**src/hw/rtl/ubpu_pkg.sv**
```systemverilog
// ----------------------------------------------------------------------------
// Unary bit primitive unit package
// Request and response types, operation codes, mix constants and the
// byte-wide counting helpers.
// ----------------------------------------------------------------------------
package ubpu_pkg;

  localparam int DataW     = 64;
  localparam int OpW       = 3;
  localparam int CntW      = 7;
  localparam int ChunkW    = 8;
  localparam int NumChunks = DataW / ChunkW;
  localparam int ChunkCntW = 4;
  localparam int NumStages = 5;

  localparam logic [DataW-1:0] MixGamma = 64'h9e3779b97f4a7c15;
  localparam logic [DataW-1:0] MixMul1  = 64'hbf58476d1ce4e5b9;
  localparam logic [DataW-1:0] MixMul2  = 64'h94d049bb133111eb;
  localparam int MixShift1 = 30;
  localparam int MixShift2 = 27;
  localparam int MixShift3 = 31;

  typedef enum logic [OpW-1:0] {
    OpIlog2    = 3'd0,
    OpBitWidth = 3'd1,
    OpPopcount = 3'd2,
    OpClz      = 3'd3,
    OpCtz      = 3'd4,
    OpMix64    = 3'd5
  } op_e;

  typedef struct packed {
    logic [OpW-1:0]   op;
    logic [DataW-1:0] operand_value;
    logic             in_last;
  } req_t;

  typedef struct packed {
    logic [DataW-1:0] result_value;
    logic             out_last;
  } rsp_t;

  typedef struct packed {
    logic s1;
    logic s2;
    logic s3;
    logic s4;
    logic s5;
  } stage_en_t;

  function automatic logic [ChunkCntW-1:0] lz8(logic [ChunkW-1:0] b);
    logic [ChunkCntW-1:0] n;
    logic                 hit;
    n   = ChunkCntW'(ChunkW);
    hit = 1'b0;
    for (int i = ChunkW - 1; i >= 0; i--) begin
      if (!hit && b[i]) begin
        n   = ChunkCntW'(ChunkW - 1 - i);
        hit = 1'b1;
      end
    end
    return n;
  endfunction

  function automatic logic [ChunkCntW-1:0] tz8(logic [ChunkW-1:0] b);
    logic [ChunkCntW-1:0] n;
    logic                 hit;
    n   = ChunkCntW'(ChunkW);
    hit = 1'b0;
    for (int i = 0; i < ChunkW; i++) begin
      if (!hit && b[i]) begin
        n   = ChunkCntW'(i);
        hit = 1'b1;
      end
    end
    return n;
  endfunction

  function automatic logic [ChunkCntW-1:0] pop8(logic [ChunkW-1:0] b);
    logic [ChunkCntW-1:0] n;
    n = '0;
    for (int i = 0; i < ChunkW; i++) begin
      n = n + ChunkCntW'(b[i]);
    end
    return n;
  endfunction

  function automatic logic [DataW-1:0] xorshr(logic [DataW-1:0] x, int sh);
    return x ^ (x >> sh);
  endfunction

endpackage

```
**src/hw/rtl/ubpu_count.sv**
```systemverilog
// ----------------------------------------------------------------------------
// Unary bit primitive unit counter
// Two-stage bit counter: per-byte counts first, then the combined
// leading-zero, trailing-zero and population counts, or the floor log2 and bit width, selected by operation.
// ----------------------------------------------------------------------------
module ubpu_count (
  input  logic                            clk_i,
  input  ubpu_pkg::stage_en_t             en_i,
  input  logic [ubpu_pkg::DataW-1:0]      operand_i,
  input  logic [ubpu_pkg::OpW-1:0]        op_i,
  output logic [ubpu_pkg::CntW-1:0]       cnt_o
);

  logic [ubpu_pkg::ChunkCntW-1:0] lz_q  [ubpu_pkg::NumChunks];
  logic [ubpu_pkg::ChunkCntW-1:0] tz_q  [ubpu_pkg::NumChunks];
  logic [ubpu_pkg::ChunkCntW-1:0] pop_q [ubpu_pkg::NumChunks];
  logic [ubpu_pkg::CntW-1:0]      lz_tot, tz_tot, pop_tot, cnt_d, cnt_q;
  logic                           lz_done, tz_done, zero;

  always_ff @(posedge clk_i) begin
    if (en_i.s1) begin
      for (int c = 0; c < ubpu_pkg::NumChunks; c++) begin
        lz_q[c]  <= ubpu_pkg::lz8(operand_i[c*ubpu_pkg::ChunkW +: ubpu_pkg::ChunkW]);
        tz_q[c]  <= ubpu_pkg::tz8(operand_i[c*ubpu_pkg::ChunkW +: ubpu_pkg::ChunkW]);
        pop_q[c] <= ubpu_pkg::pop8(operand_i[c*ubpu_pkg::ChunkW +: ubpu_pkg::ChunkW]);
      end
    end
  end

  always_comb begin
    lz_tot  = '0;
    tz_tot  = '0;
    pop_tot = '0;
    lz_done = 1'b0;
    tz_done = 1'b0;
    for (int c = ubpu_pkg::NumChunks - 1; c >= 0; c--) begin
      if (!lz_done) begin
        lz_tot = lz_tot + ubpu_pkg::CntW'(lz_q[c]);
        if (lz_q[c] != ubpu_pkg::ChunkCntW'(ubpu_pkg::ChunkW)) begin
          lz_done = 1'b1;
        end
      end
    end
    for (int c = 0; c < ubpu_pkg::NumChunks; c++) begin
      if (!tz_done) begin
        tz_tot = tz_tot + ubpu_pkg::CntW'(tz_q[c]);
        if (tz_q[c] != ubpu_pkg::ChunkCntW'(ubpu_pkg::ChunkW)) begin
          tz_done = 1'b1;
        end
      end
    end
    for (int c = 0; c < ubpu_pkg::NumChunks; c++) begin
      pop_tot = pop_tot + ubpu_pkg::CntW'(pop_q[c]);
    end
    zero = !lz_done;
    case (op_i)
      ubpu_pkg::OpIlog2:    cnt_d = zero ? '0 : ubpu_pkg::CntW'(ubpu_pkg::DataW - 1) - lz_tot;
      ubpu_pkg::OpBitWidth: cnt_d = zero ? '0 : ubpu_pkg::CntW'(ubpu_pkg::DataW) - lz_tot;
      ubpu_pkg::OpPopcount: cnt_d = pop_tot;
      ubpu_pkg::OpClz:      cnt_d = lz_tot;
      ubpu_pkg::OpCtz:      cnt_d = tz_tot;
      default:              cnt_d = '0;
    endcase
  end

  always_ff @(posedge clk_i) begin
    if (en_i.s2) begin
      cnt_q <= cnt_d;
    end
  end

  assign cnt_o = cnt_q;

endmodule

```
**config.mk**
```make
export PLATFORM = sky130hd
export DESIGN_NAME = ubpu_count
export DESIGN_NICKNAME = d
export VERILOG_FILES = /design/src/hw/rtl/ubpu_pkg.sv /design/src/hw/rtl/ubpu_count.sv
export SDC_FILE = /design/constraint.sdc
export NUM_CORES = 1
export LEC_CHECK = 0
export BUFFER_PORTS_ARGS = -buffer_cell sky130_fd_sc_hd__buf_2
export CAP_MARGIN = 20
export CORE_MARGIN = 2
export CORE_UTILIZATION = 60
export CTS_CLUSTER_SIZE = 12
export DETAILED_ROUTE_END_ITERATION = 10
export PLACE_DENSITY = 0.82
export SLEW_MARGIN = 10
export SYNTH_ARGS = -nofsm -noshare
export SYNTH_HDL_FRONTEND = slang
export SYNTH_SLANG_ARGS = --single-unit
```
**constraint.sdc**
```tcl
create_clock -name clk_i -period 9.25 [get_ports clk_i]
set_input_delay 0.4625 -clock clk_i [delete_from_list [all_inputs] [get_ports clk_i]]
set_output_delay 0.4625 -clock clk_i [all_outputs]
set_load 0.01 [all_outputs]
```
==> impl_metrics.json <==
{
  "ioPinCount": 80,
  "finalSetupViolations": 0,
  "fin_nets": 1425,
  "cts_tree": "yes",
  "worstReg2RegStart": "lz_q[1][12]",
  "io_buffers": 76,
  "cts-resized-gates": 0,
  "synth_area_sq_um": 10600,
  "pre_cts_slack_ns": 1.25,
  "drt_iter0_markers": 730,
  "drt-total-wl_mm": 23.7,
  "fillCellCount": 1326,
  "cts_made_buffers": 9,
  "hpwl_mm": 19.1,
  "avgRoutedWirePerCell_microns": 16.8,
  "synth_top_cell_by_area": "edfxtp_1",
  "tns_ns": 0,
  "insertion_delay_ns": 0.36,
  "min_path_type": "in2reg",
  "synthArstFlopShare_pct": 0,
  "path_class": "reg2reg",
  "synth_edf_count": 103,
  "leakagePower_nw": 4.95,
  "rows": 48,
  "layout-drive-gt1-share_pct": 11.0,
  "gp_congestion": 0.913,
  "synth.avg_cell_area_sq_um": 9.59,
  "cp-start-kind": "flip-flop",
  "synth_warnings": 0,
  "via_per_inst": 6.06,
  "tightest_slew_ns": 1.08,
  "crit_start": "lz_q[1][12]",
  "ys.flop_type": "edfxtp_1",
  "cts.clk_slew.worst_paths_ns": 0.07,
  "syn_nets": 1347,
  "cp.arrival_ns": 8.14,
  "start_util_pct": 61.2,
  "yosysSeqAreaShare_pct": 29.3,
  "yosysMostFrequentCell": "inv_1",
  "h-tree-depth": 3,
  "first_global_vias": 8174,
  "antenna_found_initial": 0,
  "grt_max_degree": 87,
  "r2r_slack_ns": 1.21,
  "die_height_microns": 137,
  "netlist_instances": 1100,
  "max_freq_mhz": 124,
  "slowest_stage": "fa_1",
  "hold_viol": 0,
  "slowest_delay_ns": 0.61,
  "fin_worst_skew_ns": 0.00984,
  "grt_pass1_wl_mm": 39.2,
  "cts-root-buf": "clkbuf_16",
  "insertedDiodeCount": 0,
  "dr.pass1.iters": 5,
  "ctsHoldBuffers": 0,
  "crit_end": "cnt_o[6]",
  "fin_ws_ns": 1.21,
  "p_per_area_nw_per_um2": 209,
  "rsz0062_at_grt": "false",
  "die_area_sq_um": 18700,
  "ys_ff_latch": 103,
  "ir_worst_vdd_uv": 315,
  "vias": 8521,
  "synth_common_cells": "inv_1 (155), ha_1 (105), edfxtp_1 (103)",
  "max_slew_margin_pct": 27.8,
  "worstPathRequired_ns": 9.35,
  "r2r_cells": 31,
  "area_delta_synth_final_pct": 8.98,
  "grt_use_total_pct": 26.9,
  "critPathCaptureType": "flip-flop",
  "coreArea_sq_um": 17200,
  "antenna_left": 0,
  "synthDistinctLibCells": 70,
  "reg2reg_to": "cnt_o[6]",
  "clockBufferDepth": 2,
  "fin_crit_ns": 8.04,
  "cts.sinks": 103,
  "synthTopCellsByArea": "edfxtp_1 (29%), fa_1 (13%), ha_1 (12%)",
  "worstPathMaxFanout": 5,
  "cap_violations": 0,
  "drv_slew": 0,
  "route.detailed.drc": 0,
  "die_w_microns": 137,
  "period_share_pct": 86.9,
  "overflow": 0,
  "status": "completed",
  "synth_top_area_share_pct": 29.3,
  "cts_setup_buffers": 0
}
-- area by class of cell --
cell class              instances  area [sq um]  area share, %
multi-input cells             831          6830           59.4
flip-flops and latches        103          3090           26.9
well taps                     225           282           2.45
repair buffers                 78           398           3.46
clock inverters                 5          82.6          0.718
clock buffers                  10           229           1.99
inverters                     155           582           5.06
-- kinds of logic after synthesis --
family	count (synthesis)	synth area share (%)
AO/OA/AOI/OAI	295	18.1
AND/OR/NAND/NOR	290	14.6
adder cells (fa/ha/maj)	174	25.5
buffers and inverters	166	5.93
flip-flops	103	29.3
XOR/XNOR	50	4.29
multiplexers	22	2.23
-- cell usage in the layout, fill, tap and decap left out, drive strengths merged, types with 6 or more instances in the layout --
cell	Yosys	routed
a31oi	15	15
buf	3	78
xor2	22	22
a21oi	85	85
o21ai	65	65
nor4b	17	17
xnor2	28	28
nor3	20	20
o21a	8	8
fa	69	69
ha	105	105
clkbuf	8	10
a211oi	20	20
a21o	27	27
a21boi	14	14
inv	155	156
nand2b	7	7
nor2	92	92
or2	7	7
mux2	12	12
o221ai	6	6
nand4	14	14
edfxtp	103	103
nor2b	26	26
o211ai	8	8
nand3	28	28
nand2	41	41
and3	14	14
mux2i	10	10
-- power by group --
part | switching [mW] | internal [mW] | total, mW | leakage [nW]
Clock | 0.173 | 0.237 | 0.410 | 0.153
Sequential | 0.0495 | 0.611 | 0.660 | 0.996
Combinational | 0.744 | 0.587 | 1.33 | 3.80
Total | 0.966 | 1.43 | 2.40 | 4.95
-- worst min-delay path by stage --
| stage | startpoint | to | slack, ns | cells past startpoint |
|---|---|---|---|---|
| after detailed placement | en_i[3] | cnt_o[1] | 0.79 | 1 |
| after CTS | en_i[3] | cnt_o[3] | 0.41 | 1 |
| after global placement | en_i[3] | cnt_o[2] | 0.78 | 1 |
| after floorplan | en_i[3] | cnt_o[0] | 0.57 | 0 |
| after global routing | en_i[4] | tz_q[0][2] | 0.43 | 1 |
| final | en_i[3] | cnt_o[3] | 0.41 | 1 |
-- registers in the layout, indices dropped and copies added (netlist names) --
signal and flops:
pop_q 32, cnt_o 7, lz_q 32, tz_q 32
-- per-stage QoR --
stage | power, mW | hold WS, ns | area, sq um | std cells | utilization (%)
2_1_floorplan | 1.57 | 0.575 | 10600 | 1100 | -
3_3_place_gp | 1.92 | 0.780 | 11200 | 1392 | 64.9
3_5_place_dp | 1.98 | 0.788 | 11200 | 1392 | 64.9
4_1_cts | 2.40 | 0.414 | 11500 | 1407 | 66.7
5_1_grt | 2.61 | 0.434 | 11500 | 1407 | 66.7
6_report | 2.40 | 0.414 | 11500 | 1407 | 66.7
-- worst max-delay path: cells and delay by family (launching register included) --
| family | cells | cell delay (ns) |
|---|---|---|
| xor gates and xnor gates | 3 | 0.46 |
| muxes | 3 | 0.50 |
| AOI/OAI and AO/OA | 11 | 2.45 |
| DFF | 1 | 0.45 |
| and+or+nand+nor | 5 | 0.73 |
| buffers and inverters | 1 | 0.10 |
| adders and majority gates | 8 | 3.08 |
-- metal layers --
layer | vias up | share of wire [%] | GRT usage (%)
met3 | 24 | 4.9 | 2.74
met4 | 0 | 1.3 | 6.89
met1 | 4101 | 44 | 36.6
met2 | 275 | 50 | 46.3
met5 | - | 0 | 0
li1 | 4121 | - | -
Power figures use the tool's default switching activity.
